### config.mk
export PLATFORM = sky130hd
export DESIGN_NAME = varint_level_range_decoder_unit_flat
export DESIGN_NICKNAME = d
export VERILOG_FILES = /design/src/sv/vldr_pkg.sv /design/src/sv/vldr_if.sv /design/src/sv/vldr_in_reg.sv /design/src/sv/vldr_core.sv /design/src/sv/vldr_out_reg.sv /design/src/sv/varint_level_range_decoder_unit.sv /design/src/flat_wrapper.sv
export SDC_FILE = /design/constraint.sdc
export NUM_CORES = 1
export LEC_CHECK = 0
export ABC_AREA = 1
export BUFFER_PORTS_ARGS = -buffer_cell sky130_fd_sc_hd__buf_4
export CORE_MARGIN = 1.5
export CORE_UTILIZATION = 45
export DETAILED_ROUTE_END_ITERATION = 8
export PLACE_DENSITY = 0.65
export SKIP_LAST_GASP = 1
export SLEW_MARGIN = 10
export SYNTH_ARGS = -nofsm -noshare
export SYNTH_HDL_FRONTEND = slang
export SYNTH_SLANG_ARGS = --single-unit
### constraint.sdc
create_clock -name clk -period 8.2 [get_ports clk]
set_input_delay 0.41 -clock clk [delete_from_list [all_inputs] [get_ports clk]]
set_output_delay 0.41 -clock clk [all_outputs]
set_load 0.05 [all_outputs]
### src/sv/vldr_pkg.sv
`timescale 1ns / 1ps
// vldr_pkg: shared types, widths and codes of the varint level range decoder
// no dependencies

package vldr_pkg;

	localparam int unsigned DATA_W   = 8;
	localparam int unsigned VAL_W    = 32;
	localparam int unsigned REM_W    = 31;
	localparam int unsigned IDX_W    = 3;
	localparam int unsigned EXP_W    = 4;
	localparam int unsigned KIND_W   = 2;
	localparam int unsigned PAYLOAD_W = 7;
	localparam int unsigned ACC_BYTES = 5;

	localparam int unsigned MAX_VARINT_BYTES_DEF = 5;
	localparam int unsigned MAX_EXPONENT_DEF     = 9;

	typedef enum logic [KIND_W-1:0] {
		KIND_RANGE = 2'd0,
		KIND_EMPTY = 2'd1,
		KIND_ERROR = 2'd2
	} kind_t;

	typedef struct packed {
		logic [DATA_W-1:0] data_byte;
		logic              restart;
	} byte_item_t;

	typedef struct packed {
		kind_t                    item_kind;
		logic signed [VAL_W-1:0]  range_low;
		logic signed [VAL_W-1:0]  range_high;
		logic [EXP_W-1:0]         scale_exponent;
		logic                     record_last;
	} result_t;

endpackage

### src/sv/vldr_if.sv
`timescale 1ns / 1ps
// vldr_if: byte and range channel interfaces, valid/ready handshake
// depends on vldr_pkg

interface vldr_byte_if;
	logic                        valid;
	logic                        ready;
	logic [vldr_pkg::DATA_W-1:0] data_byte;
	logic                        restart;

	modport source (output valid, output data_byte, output restart, input ready);
	modport sink   (input valid, input data_byte, input restart, output ready);
endinterface

interface vldr_range_if;
	logic                              valid;
	logic                              ready;
	logic [vldr_pkg::KIND_W-1:0]       item_kind;
	logic signed [vldr_pkg::VAL_W-1:0] range_low;
	logic signed [vldr_pkg::VAL_W-1:0] range_high;
	logic [vldr_pkg::EXP_W-1:0]        scale_exponent;
	logic                              record_last;

	modport source (output valid, output item_kind, output range_low, output range_high,
		output scale_exponent, output record_last, input ready);
	modport sink   (input valid, input item_kind, input range_low, input range_high,
		input scale_exponent, input record_last, output ready);
endinterface

### src/sv/vldr_in_reg.sv
`timescale 1ns / 1ps
// vldr_in_reg: input register stage for the byte channel
// depends on vldr_pkg and vldr_if

module vldr_in_reg (
	input  logic                 clk,
	input  logic                 arst_n,
	vldr_byte_if.sink            byte_chan,
	input  logic                 advance,
	output logic                 item_valid,
	output vldr_pkg::byte_item_t item
);
	import vldr_pkg::*;

	logic       valid_s1;
	byte_item_t item_s1;

	assign byte_chan.ready = !valid_s1 || advance;
	assign item_valid      = valid_s1;
	assign item            = item_s1;

	always_ff @(posedge clk or negedge arst_n) begin
		if (!arst_n) begin
			valid_s1 <= 1'b0;
		end else if (byte_chan.ready) begin
			valid_s1 <= byte_chan.valid;
		end
	end

	always_ff @(posedge clk) begin
		if (byte_chan.ready && byte_chan.valid) begin
			item_s1.data_byte <= byte_chan.data_byte;
			item_s1.restart   <= byte_chan.restart;
		end
	end

endmodule

### src/sv/vldr_core.sv
`timescale 1ns / 1ps
// vldr_core: record parse state, varint assembly, zigzag decode and range tracking
// depends on vldr_pkg

module vldr_core #(
	parameter int unsigned MAX_VARINT_BYTES = vldr_pkg::MAX_VARINT_BYTES_DEF,
	parameter int unsigned MAX_EXPONENT     = vldr_pkg::MAX_EXPONENT_DEF
) (
	input  logic                             clk,
	input  logic                             arst_n,
	input  logic                             cfg_we,
	input  logic signed [vldr_pkg::VAL_W-1:0] cfg_wdata,
	input  logic                             step,
	input  vldr_pkg::byte_item_t             item,
	output logic                             res_valid,
	output vldr_pkg::result_t                res
);
	import vldr_pkg::*;

	typedef enum logic [1:0] {
		PH_SIZE   = 2'd0,
		PH_EXP    = 2'd1,
		PH_LEVELS = 2'd2
	} phase_t;

	localparam int unsigned PART_W = PAYLOAD_W * ACC_BYTES + DATA_W - PAYLOAD_W - 1;

	logic [VAL_W-1:0] sep_q;
	phase_t           phase_q, phase_cur, phase_nxt;
	logic [VAL_W-1:0] acc_q, acc_cur, acc_new, acc_nxt;
	logic [IDX_W-1:0] idx_q, idx_cur, idx_inc, idx_nxt;
	logic [REM_W-1:0] rem_q, rem_cur, rem_dec, rem_nxt;
	logic [EXP_W-1:0] exp_q, exp_cur, exp_nxt;
	logic             open_q, open_cur, open_nxt;
	logic [VAL_W-1:0] lo_q, lo_cur, lo_nxt;
	logic [VAL_W-1:0] hi_q, hi_cur, hi_nxt;
	logic [PART_W-1:0] part;
	logic [VAL_W-1:0] val;
	logic             more, at_end, err, clr, check_end;

	always_comb begin
		if (item.restart) begin
			phase_cur = PH_SIZE;
			acc_cur   = '0;
			idx_cur   = '0;
			rem_cur   = '0;
			exp_cur   = '0;
			open_cur  = 1'b0;
			lo_cur    = '0;
			hi_cur    = '0;
		end else begin
			phase_cur = phase_q;
			acc_cur   = acc_q;
			idx_cur   = idx_q;
			rem_cur   = rem_q;
			exp_cur   = exp_q;
			open_cur  = open_q;
			lo_cur    = lo_q;
			hi_cur    = hi_q;
		end
	end

	// byte payload placed at its 7-bit group, bits past 32 dropped
	assign part    = PART_W'(item.data_byte[PAYLOAD_W-1:0]) << (6'(idx_cur) * 6'(PAYLOAD_W));
	assign acc_new = (idx_cur < IDX_W'(ACC_BYTES)) ? (acc_cur | part[VAL_W-1:0]) : acc_cur;
	assign idx_inc = idx_cur + IDX_W'(1);
	assign more    = item.data_byte[DATA_W-1];
	assign rem_dec = (phase_cur != PH_SIZE && rem_cur != '0) ? rem_cur - REM_W'(1) : rem_cur;
	assign at_end  = (phase_cur != PH_SIZE) && (rem_dec == '0);
	assign val     = {1'b0, acc_new[VAL_W-1:1]} ^ {VAL_W{acc_new[0]}};

	always_comb begin
		phase_nxt = phase_cur;
		acc_nxt   = acc_new;
		idx_nxt   = idx_inc;
		rem_nxt   = rem_dec;
		exp_nxt   = exp_cur;
		open_nxt  = open_cur;
		lo_nxt    = lo_cur;
		hi_nxt    = hi_cur;
		err       = 1'b0;
		clr       = 1'b0;
		check_end = 1'b0;
		res_valid = 1'b0;
		res       = '0;

		if (more) begin
			if (idx_inc >= IDX_W'(MAX_VARINT_BYTES) || at_end) begin
				err = 1'b1;
			end
		end else begin
			acc_nxt = '0;
			idx_nxt = '0;
			unique case (phase_cur)
				PH_SIZE: begin
					if (val == '0 || val[VAL_W-1]) begin
						err = 1'b1;
					end else begin
						rem_nxt   = val[REM_W-1:0];
						phase_nxt = PH_EXP;
					end
				end
				PH_EXP: begin
					if (!val[VAL_W-1] && val[VAL_W-2:0] > (VAL_W-1)'(MAX_EXPONENT)) begin
						err = 1'b1;
					end else begin
						exp_nxt   = val[VAL_W-1] ? '0 : val[EXP_W-1:0];
						phase_nxt = PH_LEVELS;
						check_end = 1'b1;
					end
				end
				default: begin
					if (val == sep_q) begin
						if (open_cur) begin
							res_valid       = 1'b1;
							res.item_kind   = KIND_RANGE;
							res.range_low   = lo_cur;
							res.range_high  = hi_cur;
							res.scale_exponent = exp_cur;
							res.record_last = at_end;
							open_nxt        = 1'b0;
							clr             = at_end;
						end else begin
							check_end = 1'b1;
						end
					end else if (!open_cur) begin
						lo_nxt    = val;
						hi_nxt    = val;
						open_nxt  = 1'b1;
						check_end = 1'b1;
					end else begin
						hi_nxt    = val;
						check_end = 1'b1;
					end
				end
			endcase

			if (check_end && at_end) begin
				res_valid          = 1'b1;
				res.item_kind      = open_nxt ? KIND_RANGE : KIND_EMPTY;
				res.range_low      = open_nxt ? lo_nxt : '0;
				res.range_high     = open_nxt ? hi_nxt : '0;
				res.scale_exponent = exp_nxt;
				res.record_last    = 1'b1;
				clr                = 1'b1;
			end
		end

		if (err) begin
			res_valid       = 1'b1;
			res             = '0;
			res.item_kind   = KIND_ERROR;
			res.record_last = 1'b1;
			clr             = 1'b1;
		end

		if (clr) begin
			phase_nxt = PH_SIZE;
			acc_nxt   = '0;
			idx_nxt   = '0;
			rem_nxt   = '0;
			exp_nxt   = '0;
			open_nxt  = 1'b0;
			lo_nxt    = '0;
			hi_nxt    = '0;
		end
	end

	always_ff @(posedge clk or negedge arst_n) begin
		if (!arst_n) begin
			sep_q   <= '0;
			phase_q <= PH_SIZE;
			acc_q   <= '0;
			idx_q   <= '0;
			rem_q   <= '0;
			exp_q   <= '0;
			open_q  <= 1'b0;
			lo_q    <= '0;
			hi_q    <= '0;
		end else begin
			if (cfg_we) begin
				sep_q <= cfg_wdata;
			end
			if (step) begin
				phase_q <= phase_nxt;
				acc_q   <= acc_nxt;
				idx_q   <= idx_nxt;
				rem_q   <= rem_nxt;
				exp_q   <= exp_nxt;
				open_q  <= open_nxt;
				lo_q    <= lo_nxt;
				hi_q    <= hi_nxt;
			end
		end
	end

endmodule

### src/sv/vldr_out_reg.sv
`timescale 1ns / 1ps
// vldr_out_reg: result register driving the range channel
// depends on vldr_pkg and vldr_if

module vldr_out_reg (
	input  logic              clk,
	input  logic              arst_n,
	vldr_range_if.source      range_chan,
	input  logic              item_valid,
	input  logic              res_valid,
	input  vldr_pkg::result_t res,
	output logic              advance
);
	import vldr_pkg::*;

	logic    valid_q;
	result_t res_q;
	logic    stall;

	assign stall   = valid_q && !range_chan.ready;
	assign advance = item_valid && !stall;

	assign range_chan.valid          = valid_q;
	assign range_chan.item_kind      = res_q.item_kind;
	assign range_chan.range_low      = res_q.range_low;
	assign range_chan.range_high     = res_q.range_high;
	assign range_chan.scale_exponent = res_q.scale_exponent;
	assign range_chan.record_last    = res_q.record_last;

	always_ff @(posedge clk or negedge arst_n) begin
		if (!arst_n) begin
			valid_q <= 1'b0;
		end else if (!stall) begin
			valid_q <= advance && res_valid;
		end
	end

	always_ff @(posedge clk) begin
		if (advance && res_valid) begin
			res_q <= res;
		end
	end

endmodule

### src/sv/varint_level_range_decoder_unit.sv
`timescale 1ns / 1ps
// varint_level_range_decoder_unit: one byte per transfer in, at most one range item out
// depends on vldr_pkg, vldr_if, vldr_in_reg, vldr_core, vldr_out_reg
// path: byte transfer to input register, core logic, then result register
// throughput: one byte per cycle unless range_chan stalls; combinational state update
// reset: arst_n clears the separator, the parse state and both channel stages

module varint_level_range_decoder_unit #(
	parameter int unsigned MAX_VARINT_BYTES = vldr_pkg::MAX_VARINT_BYTES_DEF,
	parameter int unsigned MAX_EXPONENT     = vldr_pkg::MAX_EXPONENT_DEF
) (
	input  logic                              clk,
	input  logic                              arst_n,
	vldr_byte_if.sink                         byte_chan,
	vldr_range_if.source                      range_chan,
	input  logic                              cfg_we,
	input  logic signed [vldr_pkg::VAL_W-1:0] cfg_wdata
);
	import vldr_pkg::*;

	logic       item_valid;
	byte_item_t item;
	logic       advance;
	logic       res_valid;
	result_t    res;

	vldr_in_reg u_in_reg (
		.clk        (clk),
		.arst_n     (arst_n),
		.byte_chan  (byte_chan),
		.advance    (advance),
		.item_valid (item_valid),
		.item       (item)
	);

	vldr_core #(
		.MAX_VARINT_BYTES (MAX_VARINT_BYTES),
		.MAX_EXPONENT     (MAX_EXPONENT)
	) u_core (
		.clk       (clk),
		.arst_n    (arst_n),
		.cfg_we    (cfg_we),
		.cfg_wdata (cfg_wdata),
		.step      (advance),
		.item      (item),
		.res_valid (res_valid),
		.res       (res)
	);

	vldr_out_reg u_out_reg (
		.clk        (clk),
		.arst_n     (arst_n),
		.range_chan (range_chan),
		.item_valid (item_valid),
		.res_valid  (res_valid),
		.res        (res),
		.advance    (advance)
	);

	a_error_clean: assert property (@(posedge clk) disable iff (!arst_n)
		range_chan.valid && range_chan.item_kind == KIND_ERROR |->
		range_chan.range_low == '0 && range_chan.range_high == '0 &&
		range_chan.scale_exponent == '0 && range_chan.record_last)
		else $error("error item with nonzero fields");

	a_empty_last: assert property (@(posedge clk) disable iff (!arst_n)
		range_chan.valid && range_chan.item_kind == KIND_EMPTY |->
		range_chan.range_low == '0 && range_chan.range_high == '0 && range_chan.record_last)
		else $error("empty record end malformed");

	a_exp_bound: assert property (@(posedge clk) disable iff (!arst_n)
		range_chan.valid |-> range_chan.scale_exponent <= EXP_W'(MAX_EXPONENT))
		else $error("scale exponent above bound");

	a_stall_blocks: assert property (@(posedge clk) disable iff (!arst_n)
		item_valid && range_chan.valid && !range_chan.ready |-> !byte_chan.ready && !advance)
		else $error("byte taken while result stage stalled");

endmodule
### src/flat_wrapper.sv
// flat-port wrapper written by rule: the top's interface ports become plain ports
module varint_level_range_decoder_unit_flat import vldr_pkg::*;
#(
	parameter int unsigned MAX_VARINT_BYTES = vldr_pkg::MAX_VARINT_BYTES_DEF,
	parameter int unsigned MAX_EXPONENT     = vldr_pkg::MAX_EXPONENT_DEF
)
  (clk, arst_n, cfg_we, cfg_wdata, byte_chan_valid, byte_chan_data_byte, byte_chan_restart, byte_chan_ready, range_chan_valid, range_chan_item_kind, range_chan_range_low, range_chan_range_high, range_chan_scale_exponent, range_chan_record_last, range_chan_ready);
  vldr_byte_if byte_chan_i ();
  vldr_range_if range_chan_i ();
  input  logic clk;
  input  logic arst_n;
  input  logic cfg_we;
  input  logic signed [vldr_pkg::VAL_W-1:0] cfg_wdata;
  input wire logic [$bits(byte_chan_i.valid)-1:0] byte_chan_valid;
  input wire logic [$bits(byte_chan_i.data_byte)-1:0] byte_chan_data_byte;
  input wire logic [$bits(byte_chan_i.restart)-1:0] byte_chan_restart;
  output wire logic [$bits(byte_chan_i.ready)-1:0] byte_chan_ready;
  output wire logic [$bits(range_chan_i.valid)-1:0] range_chan_valid;
  output wire logic [$bits(range_chan_i.item_kind)-1:0] range_chan_item_kind;
  output wire logic [$bits(range_chan_i.range_low)-1:0] range_chan_range_low;
  output wire logic [$bits(range_chan_i.range_high)-1:0] range_chan_range_high;
  output wire logic [$bits(range_chan_i.scale_exponent)-1:0] range_chan_scale_exponent;
  output wire logic [$bits(range_chan_i.record_last)-1:0] range_chan_record_last;
  input wire logic [$bits(range_chan_i.ready)-1:0] range_chan_ready;
  assign byte_chan_i.valid = byte_chan_valid;
  assign byte_chan_i.data_byte = byte_chan_data_byte;
  assign byte_chan_i.restart = byte_chan_restart;
  assign byte_chan_ready = byte_chan_i.ready;
  assign range_chan_valid = range_chan_i.valid;
  assign range_chan_item_kind = range_chan_i.item_kind;
  assign range_chan_range_low = range_chan_i.range_low;
  assign range_chan_range_high = range_chan_i.range_high;
  assign range_chan_scale_exponent = range_chan_i.scale_exponent;
  assign range_chan_record_last = range_chan_i.record_last;
  assign range_chan_i.ready = range_chan_ready;
  varint_level_range_decoder_unit #(.MAX_VARINT_BYTES(MAX_VARINT_BYTES), .MAX_EXPONENT(MAX_EXPONENT)) u_core (.clk(clk), .arst_n(arst_n), .byte_chan(byte_chan_i), .range_chan(range_chan_i), .cfg_we(cfg_we), .cfg_wdata(cfg_wdata));
endmodule
==> impl_metrics.toml <==
[status]
status = "finished clean"

[cells_and_area]
final_common_cell = "nand2_1"
fillCellCount = 3989
seq_area_mm2 = 0.006681
nets = 2797
syn_to_final_growth_pct = 11.13
fin_cells = 3291
diodes = 0
multi_input_area_mm2 = 0.009859
drive_gt1_share_pct = 12.18
final_cell_mix = "1106 x nand2_1, 303 x nand3_1, 185 x inv_1"

[floorplan]
io-pin-count = 119
die-area_mm2 = 0.04152
die_h_um = 203.8
start_util_pct = 45.66
num_rows = 73
coreArea_mm2 = 0.03973
die_w_um = 203.8

[worst_setup_path]
critPathArrivalTime_ns = 6.31
r2r_cells = 23
reg2reg_from = "u_core.u_in_reg.item[0]"
crit_path_end_kind = "register"
cp-startpoint = "u_core.u_in_reg.item[0]"
startpoint_type = "register"
ff2ff_setup_slack_ns = 2.14
crit_chain = "inv_4 -> buf_4 -> nand2_1 -> inv_1 -> nor2_1 -> nand2_1 -> nor2_2 -> nand2_2 -> nand2_4 -> nand2_1 -> nand2_1 -> inv_1 -> nand2_1 -> nor2_1 -> nand2_1 -> nor2_1 -> nand2_1 -> nand2_1 -> nand2_2 -> nand3_1 -> nand2_1 -> inv_2 -> buf_12"
path_class = "register to register"
rr_endpoint = "u_core.u_out_reg.range_chan.range_low[16]"
critPathCapture = "u_core.u_out_reg.range_chan.range_low[16]"
cpMostUsedCell = "nand2_1"
path_max_fanout = 99
max_stage_delay_ns = 0.92
slowest_stage = "buf_4"
cp.required_ns = 8.45

[clocking]
cts_htree_levels = 1
cts_buffers = 30
post_cts_resized = 0
cts_tree = "yes"
clk_path_buf_depth = 3
clk-insertion-delay-late_ns = 0.60
path_clk_slew_ns = 0.06
cts_sinks = 251
cts_root_buf = "clkbuf_16"

[global_routing]
grt_pass1_vias = 17290
grt_usage_pct = 29.96
grt_pass1_wl_um = 97310
antenna_found_initial = 2
grt_max_degree = 100
grt.overflow.total = 0

[synth]
syn-num-nets = 2779
yosysSeqAreaShare_pct = 36.83
synthCells = 2725
yosys_warnings = 0
synth_top_cell_by_area = "dfrtp_1"
synthArstFlopShare_pct = 68.13
synth_ff_type = "dfrtp_1"
synth_edf_count = 80
yosys-top-cells-area = "dfrtp_1 24%, nand2_1 23%, edfxtp_1 13%"
synth_area_mm2 = 0.01814
yosysTopAreaCellShare_pct = 23.59
synth-seq-cells = 251
syn_area_per_cell_um2 = 6.657
ys_types = 44

[sta]
tightestPinTransition_ns = 1.134
max_slew_margin_pct = 24.40
fin_ws_ns = 2.137
hold_viol = 0
fin_tns_setup_ns = 0
fin_crit_sh_pct = 73.94
max_freq_mhz = 164.9
period_minus_slack_ns = 6.063
grt_setup_unrepaired = "no"
slew_violations = 0
clock_skew_ns = 0.03640
finalSetupViolCount = 0

[power_and_ir_drop]
cellPowerDensity_mw_per_mm2 = 250.9
p_leak_uw = 0.009835
peakVddDrop_mv = 0.1927

[place]
gp_congestion = 0.9960
post-place-ws_ns = 2.283
dp_hpwl_um = 42320
dpl.cell_count = 3226
port-buffer-count = 118

[job]
cap_viol_max_count = 0

[detailed_routing]
routed_wl_um = 62650
first_pass_iters = 6
wl_per_cell_um = 19.04
via_per_inst = 5.621
antenna_left = 0
drc = 0
vias = 18500
drt-initial-drc-count = 2123

[worst_hold_path]
hp-class = "input port to register"
hp-start = "cfg_wdata[9]"
[repair_timing]
action                                 4_1_cts  5_1_grt
endpoints found under the hold margin       41        0
setup buffers                                0        0
hold buffers                                10        0
[cell families after synthesis]
kind of cell | share of synthesized area (%)
fa+ha+maj | 0.5518
mux | 0.2483
xor+xnor | 0.3863
buf+inv | 9.208
simple gates | 42.95
flops | 36.83
compound gates | 9.822
[through the flow]
stage	power, µW	instance area [µm²]	utilization, %	hold slack, ns
after global placement	3650	19050	47.95	0.3448
final	5057	20160	50.74	0.02408
after detailed placement	3670	19050	47.95	0.3416
after floorplan	3058	18140	-	0.1144
after global routing	5348	20160	50.74	0.01959
after CTS	5034	20160	50.74	0.002804
[synth_stat cells, types with 14 or more instances]
master,n
clkbuf_1,68
nand3_2,42
nand3_1,303
inv_1,186
buf_4,14
buf_1,19
o21ai_1,19
edfxtp_1,80
dfrtp_1,171
a21oi_1,37
buf_2,48
a21oi_2,41
buf_6,16
o21ai_0,159
o22ai_1,28
nor2_1,175
and2_1,60
nand2_1,1109
nand4_1,54
[routing by layer]
metal	global-route usage, %	wire, µm
met5	0	27
met2	48.17	28500
met4	12.01	2515
met1	40.64	26470
met3	4.123	5144
[report_power, final]
| group | switching [µW] | internal, µW | total, µW |
|---|---|---|---|
| Combinational | 1600 | 564 | 2170 |
| Sequential | 105 | 1430 | 1530 |
| Clock | 565 | 793 | 1360 |
| Total | 2270 | 2780 | 5060 |
[cell type report]
class	instances	share of cell area, %
multi-input cells	2109	48.91
inverters	196	3.662
clock inverters	13	0.7386
flip-flops and latches	251	33.14
well taps	525	3.258
repair buffers	155	6.039
clock buffers	42	4.251
[flip-flops by register name, summed over array words and instances, names as in the netlist, 9 cells and up]
| register | count |
|---|---|
| u_core.u_in_reg.item | 9 |
| u_core.u_out_reg.range_chan.range_low | 32 |
| u_core.u_core.acc_q | 32 |
| u_core.u_core.sep_q | 32 |
| u_core.u_core.rem_q | 31 |
| u_core.u_core.hi_q | 32 |
| u_core.u_out_reg.range_chan.range_high | 32 |
| u_core.u_core.lo_q | 32 |
[critical path, delay by kind of cell (launching register included)]
kind,cells,cell delay [ns]
buffers and inverters,6,2.56
AND/OR/NAND/NOR,17,2.60
flip-flops,1,0.43
[worst min-delay path by stage]
stage	end	depth (start not counted)
floorplan	u_core.u_core.acc_q[0]	0
global placement	u_core.u_core.rem_q[13]	1
detailed placement	u_core.u_core.rem_q[13]	1
CTS	u_core.u_core.sep_q[23]	3
global route	u_core.u_core.sep_q[9]	3
finish	u_core.u_core.sep_q[9]	3
(Power assumes the default switching activity.)
